`src/design/svr_pkg.sv`:
```
// svr_pkg: shared types, constants and character tables of the secret value redactor.
// Holds the marker and replacement texts, the beat and stage-item types.
// No dependencies; every other design file imports it.
package svr_pkg;

  // Marker stages and counters
  localparam int NumMarkers  = 4;
  localparam int CountBits   = 16;
  localparam int NumKinds    = 4;   // kinds that own a hit counter output
  localparam int KindIdxW    = 2;
  localparam int SlotIdxW    = 3;
  localparam int MaxMarkLen  = 11;
  localparam int ProgW       = 4;   // holds 0..MaxMarkLen
  localparam int HitsW       = 16;

  // Replacement text
  localparam int ReplLen = 10;
  localparam int PosW    = 4;       // beat position, 0..ReplLen+1

  // Queue between front and back (power of two depth)
  localparam int FifoDepth = 4;
  localparam int FifoPtrW  = 2;

  localparam logic [MaxMarkLen*8-1:0] MarkToken      = "token=";
  localparam logic [MaxMarkLen*8-1:0] MarkCookie     = "cookie=";
  localparam logic [MaxMarkLen*8-1:0] MarkSignedUrl  = {"signed_", "url="};
  localparam logic [MaxMarkLen*8-1:0] MarkCredential = "credential=";
  localparam logic [ReplLen*8-1:0]    ReplText       = "<redacted>";

  // What a stage hands on for one payload byte
  typedef enum logic [1:0] {
    BODY_NONE,   // byte was dropped
    BODY_BYTE,   // byte passes
    BODY_RED     // byte passes, followed by the replacement text
  } body_e;

  typedef struct packed {
    body_e                               body;
    logic [7:0]                          data;
    logic                                fin;   // final payload byte
    logic                                drop;  // some stage still inside a value
    logic [NumKinds-1:0][CountBits-1:0]  hits;  // filled on the final byte only
  } pkt_t;

  // One output beat
  typedef struct packed {
    logic [7:0]                      data;
    logic                            run_end;
    logic                            rend;
    logic [NumKinds-1:0][HitsW-1:0]  hits;
  } beat_t;

  function automatic logic [ProgW-1:0] marker_len(input logic [SlotIdxW-1:0] k);
    case (k)
      3'd0:    return ProgW'(6);
      3'd1:    return ProgW'(7);
      3'd2:    return ProgW'(11);
      3'd3:    return ProgW'(11);
      default: return '0;
    endcase
  endfunction

  function automatic logic [MaxMarkLen*8-1:0] marker_text(input logic [SlotIdxW-1:0] k);
    case (k)
      3'd0:    return MarkToken;
      3'd1:    return MarkCookie;
      3'd2:    return MarkSignedUrl;
      3'd3:    return MarkCredential;
      default: return '0;
    endcase
  endfunction

  // Character p of marker k (texts are right-aligned, first char highest)
  function automatic logic [7:0] marker_char(input logic [SlotIdxW-1:0] k,
                                             input logic [ProgW-1:0] p);
    logic [ProgW-1:0]          len;
    logic [ProgW-1:0]          sel;
    logic [MaxMarkLen*8-1:0]   txt;
    len = marker_len(k);
    txt = marker_text(k);
    sel = len - p - 1'b1;
    if (p >= len) return 8'h00;
    return txt[{sel, 3'b000} +: 8];
  endfunction

  // Character j of the replacement text
  function automatic logic [7:0] repl_char(input logic [PosW-1:0] j);
    logic [PosW-1:0] sel;
    sel = PosW'(ReplLen - 1) - j;
    if (j >= PosW'(ReplLen)) return 8'h00;
    return ReplText[{sel, 3'b000} +: 8];
  endfunction

  function automatic logic is_delim(input logic [7:0] c);
    return (c == 8'h20) || (c == 8'h0A) || (c == 8'h0D) || (c == 8'h09) || (c == 8'h26);
  endfunction

endpackage

```
`src/design/secret_value_redactor.sv`:
```
// secret_value_redactor: top level of the streaming secret redactor.
// Uses svr_pkg, svr_stage, svr_fifo and svr_back.
//
// Input channel (s_axis): one payload byte per beat, tlast on the final byte.
// Output channel (m_axis): one redacted byte per beat; tuser marks the last beat
// caused by an input byte, tlast the final byte of the redacted payload, which
// also carries the four per-kind hit counts (zero on all other beats).
// Four marker stages (token, cookie, signed url, credential) form a
// registered pipeline; a four-entry queue decouples it from the output
// sequencer, which expands a completed marker into "<redacted>".
// Throughput: one input byte per cycle while s_axis_tready is high; a byte that
// completes a marker is expanded by the sequencer into itself and "<redacted>".
// A byte whose result is fully dropped still passes through the sequencer. The
// input beat passes three more stage registers, the queue and the output
// register before its first output beat is valid. While a value is being
// dropped the last produced byte is held until a byte no stage drops or the
// end of the payload. Reset clears scan state, counters, the queue and the held
// byte. When m_axis_tready is low the output register holds, the queue and
// then the stage registers fill, and then s_axis_tready drops; nothing is lost.
module secret_value_redactor import svr_pkg::*; (
  input  logic        clk_i,
  input  logic        rst_ni,
  input  logic        s_axis_tvalid,
  output logic        s_axis_tready,
  input  logic [7:0]  s_axis_tdata,   // [7:0] in_byte
  input  logic        s_axis_tlast,   // payload_end
  output logic        m_axis_tvalid,
  input  logic        m_axis_tready,
  // [7:0] out_byte, [23:8] token_hits, [39:24] cookie_hits,
  // [55:40] signed url hits, [71:56] credential_hits
  output logic [71:0] m_axis_tdata,
  output logic        m_axis_tlast,   // redacted_end
  output logic [0:0]  m_axis_tuser    // [0] run_end
);

  logic  st_valid [NumMarkers+1];
  logic  st_ready [NumMarkers+1];
  pkt_t  st_pkt   [NumMarkers+1];
  logic  q_valid, q_ready;
  pkt_t  q_pkt;
  beat_t beat;

  // Input beat becomes a stage item
  assign st_valid[0]      = s_axis_tvalid;
  assign s_axis_tready    = st_ready[0];
  assign st_pkt[0].body   = BODY_BYTE;
  assign st_pkt[0].data   = s_axis_tdata;
  assign st_pkt[0].fin    = s_axis_tlast;
  assign st_pkt[0].drop   = 1'b0;
  assign st_pkt[0].hits   = '0;

  // Marker pipeline
  for (genvar k = 0; k < NumMarkers; k++) begin : g_stage
    svr_stage u_stage (
      .clk_i       (clk_i),
      .rst_ni      (rst_ni),
      .stage_idx_i (SlotIdxW'(k)),
      .in_valid_i  (st_valid[k]),
      .in_ready_o  (st_ready[k]),
      .in_pkt_i    (st_pkt[k]),
      .out_valid_o (st_valid[k+1]),
      .out_ready_i (st_ready[k+1]),
      .out_pkt_o   (st_pkt[k+1])
    );
  end

  // Queue between front and back
  svr_fifo u_fifo (
    .clk_i        (clk_i),
    .rst_ni       (rst_ni),
    .push_valid_i (st_valid[NumMarkers]),
    .push_ready_o (st_ready[NumMarkers]),
    .push_pkt_i   (st_pkt[NumMarkers]),
    .pop_valid_o  (q_valid),
    .pop_ready_i  (q_ready),
    .pop_pkt_o    (q_pkt)
  );

  // Output sequencer
  svr_back u_back (
    .clk_i       (clk_i),
    .rst_ni      (rst_ni),
    .pop_valid_i (q_valid),
    .pop_ready_o (q_ready),
    .pop_pkt_i   (q_pkt),
    .out_valid_o (m_axis_tvalid),
    .out_ready_i (m_axis_tready),
    .out_beat_o  (beat)
  );

  // Output packing
  assign m_axis_tdata    = {beat.hits[3], beat.hits[2], beat.hits[1], beat.hits[0], beat.data};
  assign m_axis_tlast    = beat.rend;
  assign m_axis_tuser[0] = beat.run_end;

endmodule

```
`src/design/svr_stage.sv`:
```
// svr_stage: one marker pass of the front pipeline, with its own scan state and counter.
// Takes one stage item per beat and registers the result for the next stage.
// Depends on svr_pkg.
module svr_stage import svr_pkg::*; (
  input  logic                clk_i,
  input  logic                rst_ni,
  input  logic [SlotIdxW-1:0] stage_idx_i,
  input  logic                in_valid_i,
  output logic                in_ready_o,
  input  pkt_t                in_pkt_i,
  output logic                out_valid_o,
  input  logic                out_ready_i,
  output pkt_t                out_pkt_o
);

  logic [ProgW-1:0]     prog_q, prog_d;
  logic                 inside_q, inside_d;
  logic [CountBits-1:0] count_q, count_d;
  logic                 out_valid_q;
  pkt_t                 out_pkt_q, pkt_d;
  logic [ProgW-1:0]     len;
  logic [7:0]           c;
  logic                 scan;
  logic                 accept;

  assign in_ready_o  = !out_valid_q || out_ready_i;
  assign accept      = in_valid_i && in_ready_o;
  assign out_valid_o = out_valid_q;
  assign out_pkt_o   = out_pkt_q;

  // Scan one byte against this stage's marker
  always_comb begin
    len      = marker_len(stage_idx_i);
    c        = in_pkt_i.data;
    prog_d   = prog_q;
    inside_d = inside_q;
    count_d  = count_q;
    pkt_d    = in_pkt_i;
    scan     = 1'b0;
    if (len != '0 && in_pkt_i.body != BODY_NONE) begin
      scan = 1'b1;
      // inside a value: only a delimiter ends it, everything else is dropped
      if (inside_q) begin
        if (is_delim(c)) begin
          inside_d = 1'b0;
          prog_d   = '0;
        end else begin
          scan = 1'b0;
        end
      end
      if (scan) begin
        if (prog_d < len && c == marker_char(stage_idx_i, prog_d)) begin
          prog_d = prog_d + 1'b1;
        end else begin
          prog_d = (c == marker_char(stage_idx_i, '0)) ? ProgW'(1) : '0;
        end
        if (prog_d >= len) begin
          prog_d     = '0;
          inside_d   = 1'b1;
          pkt_d.body = BODY_RED;
          if (count_q != '1) begin
            count_d = count_q + 1'b1;
          end
        end
        // the replacement text that follows ends on a char no marker starts with
        if (in_pkt_i.body == BODY_RED) begin
          prog_d = '0;
        end
      end else begin
        pkt_d.body = BODY_NONE;
      end
    end
    pkt_d.drop = in_pkt_i.drop | inside_d;
    // end of payload: report the count and start over
    if (in_pkt_i.fin) begin
      if (stage_idx_i < SlotIdxW'(NumKinds)) begin
        pkt_d.hits[stage_idx_i[KindIdxW-1:0]] = count_d;
      end
      prog_d   = '0;
      inside_d = 1'b0;
      count_d  = '0;
    end
  end

  // Stage state and output register
  always_ff @(posedge clk_i or negedge rst_ni) begin
    if (!rst_ni) begin
      prog_q      <= '0;
      inside_q    <= 1'b0;
      count_q     <= '0;
      out_valid_q <= 1'b0;
    end else if (accept) begin
      prog_q      <= prog_d;
      inside_q    <= inside_d;
      count_q     <= count_d;
      out_valid_q <= 1'b1;
    end else if (out_ready_i) begin
      out_valid_q <= 1'b0;
    end
  end

  always_ff @(posedge clk_i) begin
    if (accept) begin
      out_pkt_q <= pkt_d;
    end
  end

  // Entering a value always restarts the marker scan
  a_inside_no_prog: assert property (@(posedge clk_i) disable iff (!rst_ni)
    inside_q |-> prog_q == '0)
    else $error("svr_stage: progress kept while inside a value");

  // A completed marker never stays recorded as progress
  a_prog_below_len: assert property (@(posedge clk_i) disable iff (!rst_ni)
    (prog_q == '0) || (prog_q < marker_len(stage_idx_i)))
    else $error("svr_stage: match progress reached marker length");

endmodule

```
`src/design/svr_fifo.sv`:
```
// svr_fifo: short queue of stage items between the marker pipeline and the output sequencer.
// Register-based, one push (while not full) and one pop (while not empty) per cycle.
// Depends on svr_pkg.
module svr_fifo import svr_pkg::*; (
  input  logic clk_i,
  input  logic rst_ni,
  input  logic push_valid_i,
  output logic push_ready_o,
  input  pkt_t push_pkt_i,
  output logic pop_valid_o,
  input  logic pop_ready_i,
  output pkt_t pop_pkt_o
);

  pkt_t                mem_q [FifoDepth];
  logic [FifoPtrW-1:0] wr_q, rd_q;
  logic [FifoPtrW:0]   cnt_q;
  logic                push, pop;

  assign push_ready_o = cnt_q != (FifoPtrW + 1)'(FifoDepth);
  assign pop_valid_o  = cnt_q != '0;
  assign pop_pkt_o    = mem_q[rd_q];
  assign push         = push_valid_i && push_ready_o;
  assign pop          = pop_valid_o && pop_ready_i;

  // Pointers and fill level
  always_ff @(posedge clk_i or negedge rst_ni) begin
    if (!rst_ni) begin
      wr_q  <= '0;
      rd_q  <= '0;
      cnt_q <= '0;
    end else begin
      if (push) wr_q <= wr_q + 1'b1;
      if (pop)  rd_q <= rd_q + 1'b1;
      if (push && !pop) begin
        cnt_q <= cnt_q + 1'b1;
      end else if (pop && !push) begin
        cnt_q <= cnt_q - 1'b1;
      end
    end
  end

  // Entry storage
  always_ff @(posedge clk_i) begin
    if (push) begin
      mem_q[wr_q] <= push_pkt_i;
    end
  end

  a_cnt_bound: assert property (@(posedge clk_i) disable iff (!rst_ni)
    cnt_q <= (FifoPtrW + 1)'(FifoDepth))
    else $error("svr_fifo: fill level beyond depth");

  a_ptr_gap: assert property (@(posedge clk_i) disable iff (!rst_ni)
    (cnt_q != '0 && cnt_q != (FifoPtrW + 1)'(FifoDepth)) |->
      (wr_q - rd_q) == cnt_q[FifoPtrW-1:0])
    else $error("svr_fifo: pointers disagree with fill level");

endmodule

```
`src/design/svr_back.sv`:
```
// svr_back: output sequencer; expands stage items into output beats.
// Keeps the held-back byte, inserts the replacement text and drives the output register.
// Depends on svr_pkg.
module svr_back import svr_pkg::*; (
  input  logic  clk_i,
  input  logic  rst_ni,
  input  logic  pop_valid_i,
  output logic  pop_ready_o,
  input  pkt_t  pop_pkt_i,
  output logic  out_valid_o,
  input  logic  out_ready_i,
  output beat_t out_beat_o
);

  logic [PosW-1:0] pos_q;
  logic            pend_valid_q;
  logic [7:0]      pend_byte_q;
  logic            out_valid_q;
  beat_t           out_beat_q;

  logic [PosW-1:0] nb, total, emit, idx;
  logic            hold, out_free, fire, last_beat, rend;
  logic [7:0]      beat_byte, tail_byte;

  // Beat count for the current item
  always_comb begin
    case (pop_pkt_i.body)
      BODY_NONE: nb = '0;
      BODY_BYTE: nb = PosW'(1);
      BODY_RED:  nb = PosW'(ReplLen + 1);
      default:   nb = '0;
    endcase
    total = nb + PosW'(pend_valid_q);
    hold  = !pop_pkt_i.fin && pop_pkt_i.drop && total != '0;
    emit  = total - PosW'(hold);
  end

  assign out_free  = !out_valid_q || out_ready_i;
  assign fire      = pop_valid_i && (emit == '0 || out_free);
  assign last_beat = (emit == '0) || (pos_q == emit - 1'b1);
  assign rend      = pop_pkt_i.fin && last_beat;
  assign idx       = pos_q - PosW'(pend_valid_q);

  // Byte at the current position, and the byte held back at the end
  always_comb begin
    if (pend_valid_q && pos_q == '0) begin
      beat_byte = pend_byte_q;
    end else if (idx == '0) begin
      beat_byte = pop_pkt_i.data;
    end else begin
      beat_byte = repl_char(idx - 1'b1);
    end
    case (pop_pkt_i.body)
      BODY_NONE: tail_byte = pend_byte_q;
      BODY_BYTE: tail_byte = pop_pkt_i.data;
      BODY_RED:  tail_byte = repl_char(PosW'(ReplLen - 1));
      default:   tail_byte = pend_byte_q;
    endcase
  end

  assign pop_ready_o = fire && last_beat;
  assign out_valid_o = out_valid_q;
  assign out_beat_o  = out_beat_q;

  // Sequencer position, hold register and output valid
  always_ff @(posedge clk_i or negedge rst_ni) begin
    if (!rst_ni) begin
      pos_q        <= '0;
      pend_valid_q <= 1'b0;
      out_valid_q  <= 1'b0;
    end else begin
      if (fire && emit != '0) begin
        out_valid_q <= 1'b1;
      end else if (out_ready_i) begin
        out_valid_q <= 1'b0;
      end
      if (fire) begin
        if (last_beat) begin
          pos_q        <= '0;
          pend_valid_q <= hold;
        end else begin
          pos_q <= pos_q + 1'b1;
        end
      end
    end
  end

  // Payload registers
  always_ff @(posedge clk_i) begin
    if (fire && last_beat && hold) begin
      pend_byte_q <= tail_byte;
    end
    if (fire && emit != '0) begin
      out_beat_q.data    <= beat_byte;
      out_beat_q.run_end <= last_beat;
      out_beat_q.rend    <= rend;
      for (int k = 0; k < NumKinds; k++) begin
        out_beat_q.hits[k] <= rend ? HitsW'(pop_pkt_i.hits[k]) : '0;
      end
    end
  end

  a_fin_clears_hold: assert property (@(posedge clk_i) disable iff (!rst_ni)
    (pop_valid_i && pop_ready_o && pop_pkt_i.fin) |=> !pend_valid_q)
    else $error("svr_back: byte still held after end of payload");

  a_pos_bound: assert property (@(posedge clk_i) disable iff (!rst_ni)
    pos_q <= PosW'(ReplLen + 1))
    else $error("svr_back: beat position out of range");

endmodule
```
`config.mk`:
```
export PLATFORM = sky130hd
export DESIGN_NAME = secret_value_redactor
export DESIGN_NICKNAME = d
export VERILOG_FILES = /design/src/design/svr_pkg.sv /design/src/design/secret_value_redactor.sv /design/src/design/svr_stage.sv /design/src/design/svr_fifo.sv /design/src/design/svr_back.sv
export SDC_FILE = /design/constraint.sdc
export NUM_CORES = 1
export LEC_CHECK = 0
export ABC_AREA = 1
export BUFFER_PORTS_ARGS = -buffer_cell sky130_fd_sc_hd__buf_4
export CAP_MARGIN = 10
export CORE_UTILIZATION = 45
export CTS_CLUSTER_SIZE = 20
export DETAILED_ROUTE_END_ITERATION = 16
export GPL_ROUTABILITY_DRIVEN = 0
export PLACE_DENSITY_LB_ADDON = 0.15
export SYNTH_ARGS = -nofsm -noshare
export SYNTH_HDL_FRONTEND = slang
export SYNTH_SLANG_ARGS = --single-unit
```
`constraint.sdc`:
```
create_clock -name clk_i -period 7.05 [get_ports clk_i]
set_clock_uncertainty 0.2 [all_clocks]
set_input_delay 0.705 -clock clk_i [delete_from_list [all_inputs] [get_ports clk_i]]
set_output_delay 0.705 -clock clk_i [all_outputs]
set_load 0.05 [all_outputs]
```
==> reports/qor.yml <==
status:
  status: "finished with violations"
  violations: "DRC"
detailed_routing:
  drt_iter0_drc: 1374
  wl_per_cell_um: 17.3
  drtAntennaViolNets: 0
  first_pass_iters: 11
  vias: 19800
  drt-total-wl_um: 65700
  drc: 5
  via_per_inst: 5.21
critical_path:
  crit_path_top_delay_cell: "dfrtp_4"
  critPathMostFrequentCell: "ha_1"
  critPathLaunchType: "flop"
  critPathCaptureType: "flop"
  arrival_ps: 5950
  cp.required_ps: 7310
  rr_endpoint: "u_fifo.cnt_q[1]"
  r2r_slack_ps: 1360
  max_stage_delay_ps: 630
  critical_path.cell_chain: "clkinv_2 > o21ai_0 > o22ai_1 > ha_1 > inv_1 > ha_1 > ha_1 > inv_1 > a31oi_1 > ha_1 > ha_1 > ha_1 > xnor2_1 > xnor2_1 > nand4_1 > nand2_1 > inv_1 > nor2_1 > inv_1 > ha_1 > inv_1 > fa_1 > mux2_2"
  criticalPathCategory: "flop to flop"
  reg2reg_depth: 23
  crit_fanout: 33
  r2r_start: "u_fifo.rd_q[0]"
placed_design:
  io_buffers: 88
  dp.cells: 3673
  dp_slack_ps: 1360
  dp_hpwl_um: 42200
  placed_area_um2: 31900
timing:
  relSlewSlack_pct: 24.6
  fin_crit_ps: 5690
  fin_setup_tns_ps: 0
  hold_violations: 0
  hold_slack_ps: 110
  setup_viol: 0
  fin_crit_sh_pct: 80.7
  setup_slack_ps: 1360
  max_freq_mhz: 176
  grt_setup_unrepaired: "no"
  finalMaxSlewViolations: 0
  worstMarginPinSlew_ps: 1130
cells_and_area:
  drive_above_1_share_pct: 10.5
  design_area_um2: 34300
  final_cells: 3807
  antenna_cells: 0
  nets: 2950
  n_fill_cell: 5761
  area_growth_pct: 13.7
yosys:
  syn_area_per_cell_um2: 10.9
  yosysTopAreaCell: "edfxtp_1"
  synth_ff_type: "edfxtp_1"
  synth_top_family_by_area: "simple AND/OR/NAND/NOR gates"
  yosysWarnings: 0
  synth_compound_area_share_pct: 6.52
  synthXorXnorAreaFrac_pct: 1.28
  syn_inst: 2773
  synth_fa_ha_area_share_pct: 2.14
  synth_area_um2: 30200
  synth_cell_types: 50
  synth_area_leaders: "edfxtp_1 (59%), dfrtp_1 (8.4%), nand2_1 (6.4%), nor2_1 (5.6%), o21ai_0 (3.2%)"
  synth_common_cells: "edfxtp_1 (594), nand2_1 (518), nor2_1 (448), inv_1 (247), o21ai_0 (195)"
  synth_top_area_share_pct: 59.1
  synth_enable_flop_cells: 594
  synth-seq-area-share_pct: 67.5
  ys_ff_latch: 695
  muxShareOfSynthArea_pct: 0.0373
  synth_most_common_cell: "edfxtp_1"
  syn_nets: 2837
  synthSimpleGateAreaFrac_pct: 18.3
  ys_async_sr_fraction_pct: 14.5
floorplanning:
  io-pin-count: 89
  initial_core_util_pct: 45.6
  coreArea_um2: 66100
  die_w_um: 261
  rows: 94
  chipHeight_um: 261
  die_area_um2: 68100
hold_path:
  hp-class: "input pin to flop"
  hold_end: "g_stage[0].u_stage.out_pkt_o[65]"
  hold_path.startpoint: "s_axis_tlast"
  hold_depth: 1
global_route:
  grt_max_degree: 73
  grt_pass1_wl_um: 105000
  grt_pass1_vias: 19600
  grt_antenna_before_repair: 2
  grt.total_usage_pct: 19.6
  grt.overflow.total: 0
clocking:
  path_clk_slew_ps: 60
  clockBufferDepth: 3
  cts_max_level: 3
  insertion_delay_ps: 600
  cts_tree: "yes"
  cts-root-buf: "clkbuf_16"
  numClockSinks: 695
  cts_buffers: 74
pwr:
  power_density_nw_per_um2: 460
  vdd_drop_max_mv: 0.338
  p_leak_nw: 13.5
job:
  maxCapViolations: 0
[cells by family after synthesis]
logic type	after synthesis
mux	1
flops	695
buf+inv	336
compound gates	367
xor+xnor	44
simple gates	1279
fa+ha+maj	51
[area by class of cell]
cell class,count,area [µm²],share of cell area [%]
clock buffer,93,2030,5.90
clock inverter,40,415,1.21
inverter,262,985,2.87
multi-input combinational,1742,8570,25.0
sequential,695,20400,59.4
tap,864,1080,3.15
timing repair buffer,111,861,2.51
[routing by layer]
layer  share of wire (%)  GRT usage (%)  vias up
met5                   0              0        -
met4                 2.2           6.19        0
met3                 4.4           2.49      100
met2                  48           33.1      462
met1                  45           26.3     9559
li1                    -              -     9711
[report_power, final]
part / leakage (nW) / internal, mW / switching, mW / total, mW
clock: 1.20 / 2.33 / 1.54 / 3.87
combinational: 5.23 / 1.40 / 3.95 / 5.34
sequential: 7.09 / 6.14 / 0.432 / 6.57
total: 13.5 / 9.87 / 5.92 / 15.8
[cells in the final DEF, fill, tap and decap left out, types with 13 or more instances in the layout]
master / netlist / layout
clkinv_1: 4 / 14
inv_1: 247 / 243
nand2_1: 518 / 518
dfrtp_1: 101 / 99
nor2_1: 448 / 442
xor2_1: 38 / 38
o21ai_1: 17 / 17
clkinv_2: 0 / 17
nand3b_1: 13 / 13
o22ai_1: 25 / 25
nor3_1: 27 / 27
inv_2: 11 / 14
buf_4: 1 / 108
ha_1: 50 / 50
o21ai_0: 195 / 195
edfxtp_1: 594 / 594
nand3_1: 155 / 155
a21oi_1: 91 / 91
nand2_2: 18 / 18
clkbuf_16: 0 / 76
nand4_1: 41 / 41
[per-stage QoR]
| stage | utilization, % | total power, mW |
|---|---|---|
| after floorplan | - | 10.1 |
| after global placement | 48.2 | 12.0 |
| after detailed placement | 48.2 | 12.1 |
| after CTS | 51.9 | 16.0 |
| after global routing | 51.9 | 16.7 |
| final | 51.9 | 15.8 |
[state kept, by name, summed over array words and instances, names as in the netlist]
name                         count
u_fifo.mem_q                   304
g_stage.u_stage.prog_q          16
u_back.out_beat_o               74
u_back.out_valid_o               1
u_back.pend_valid_q              1
u_back.pos_q                     4
g_stage.u_stage.out_pkt_o      208
u_back.pend_byte_q               8
u_fifo.wr_q                      2
u_fifo.cnt_q                     3
g_stage.u_stage.count_q         64
g_stage.u_stage.out_valid_o      4
g_stage.u_stage.inside_q         4
u_fifo.rd_q                      2
[worst max-delay path by stage]
stage,startpoint,endpoint,slack (ps),cells past startpoint
finish,u_fifo.rd_q[0],u_fifo.cnt_q[1],1360,23
global placement,u_fifo.rd_q[1],u_fifo.cnt_q[1],1450,23
global route,u_fifo.rd_q[1],u_fifo.cnt_q[1],900,23
floorplan,u_fifo.rd_q[0],u_back.out_beat_o[0],1430,18
detailed placement,u_fifo.rd_q[1],u_fifo.cnt_q[1],1360,23
CTS,u_fifo.rd_q[1],u_fifo.cnt_q[1],1330,23
[critical path, delay by kind of cell (launching register included)]
kind / cells / cell delay [ps]
flip-flops: 1 / 630
multiplexers: 1 / 270
buffers and inverters: 6 / 880
AO/OA/AOI/OAI: 3 / 510
AND/OR/NAND/NOR: 3 / 620
XOR/XNOR: 2 / 300
adder cells (fa/ha/maj): 8 / 2130
[repair_timing]
item | 4_1_cts | 5_1_grt
buffers inserted | 0 | 0
endpoints found under the hold margin | 33 | 0
hold buffers | 1 | 0
gates resized for setup | 0 | 0
endpoints found under the setup margin | 0 | 0
Power figures use the tool's default switching activity.
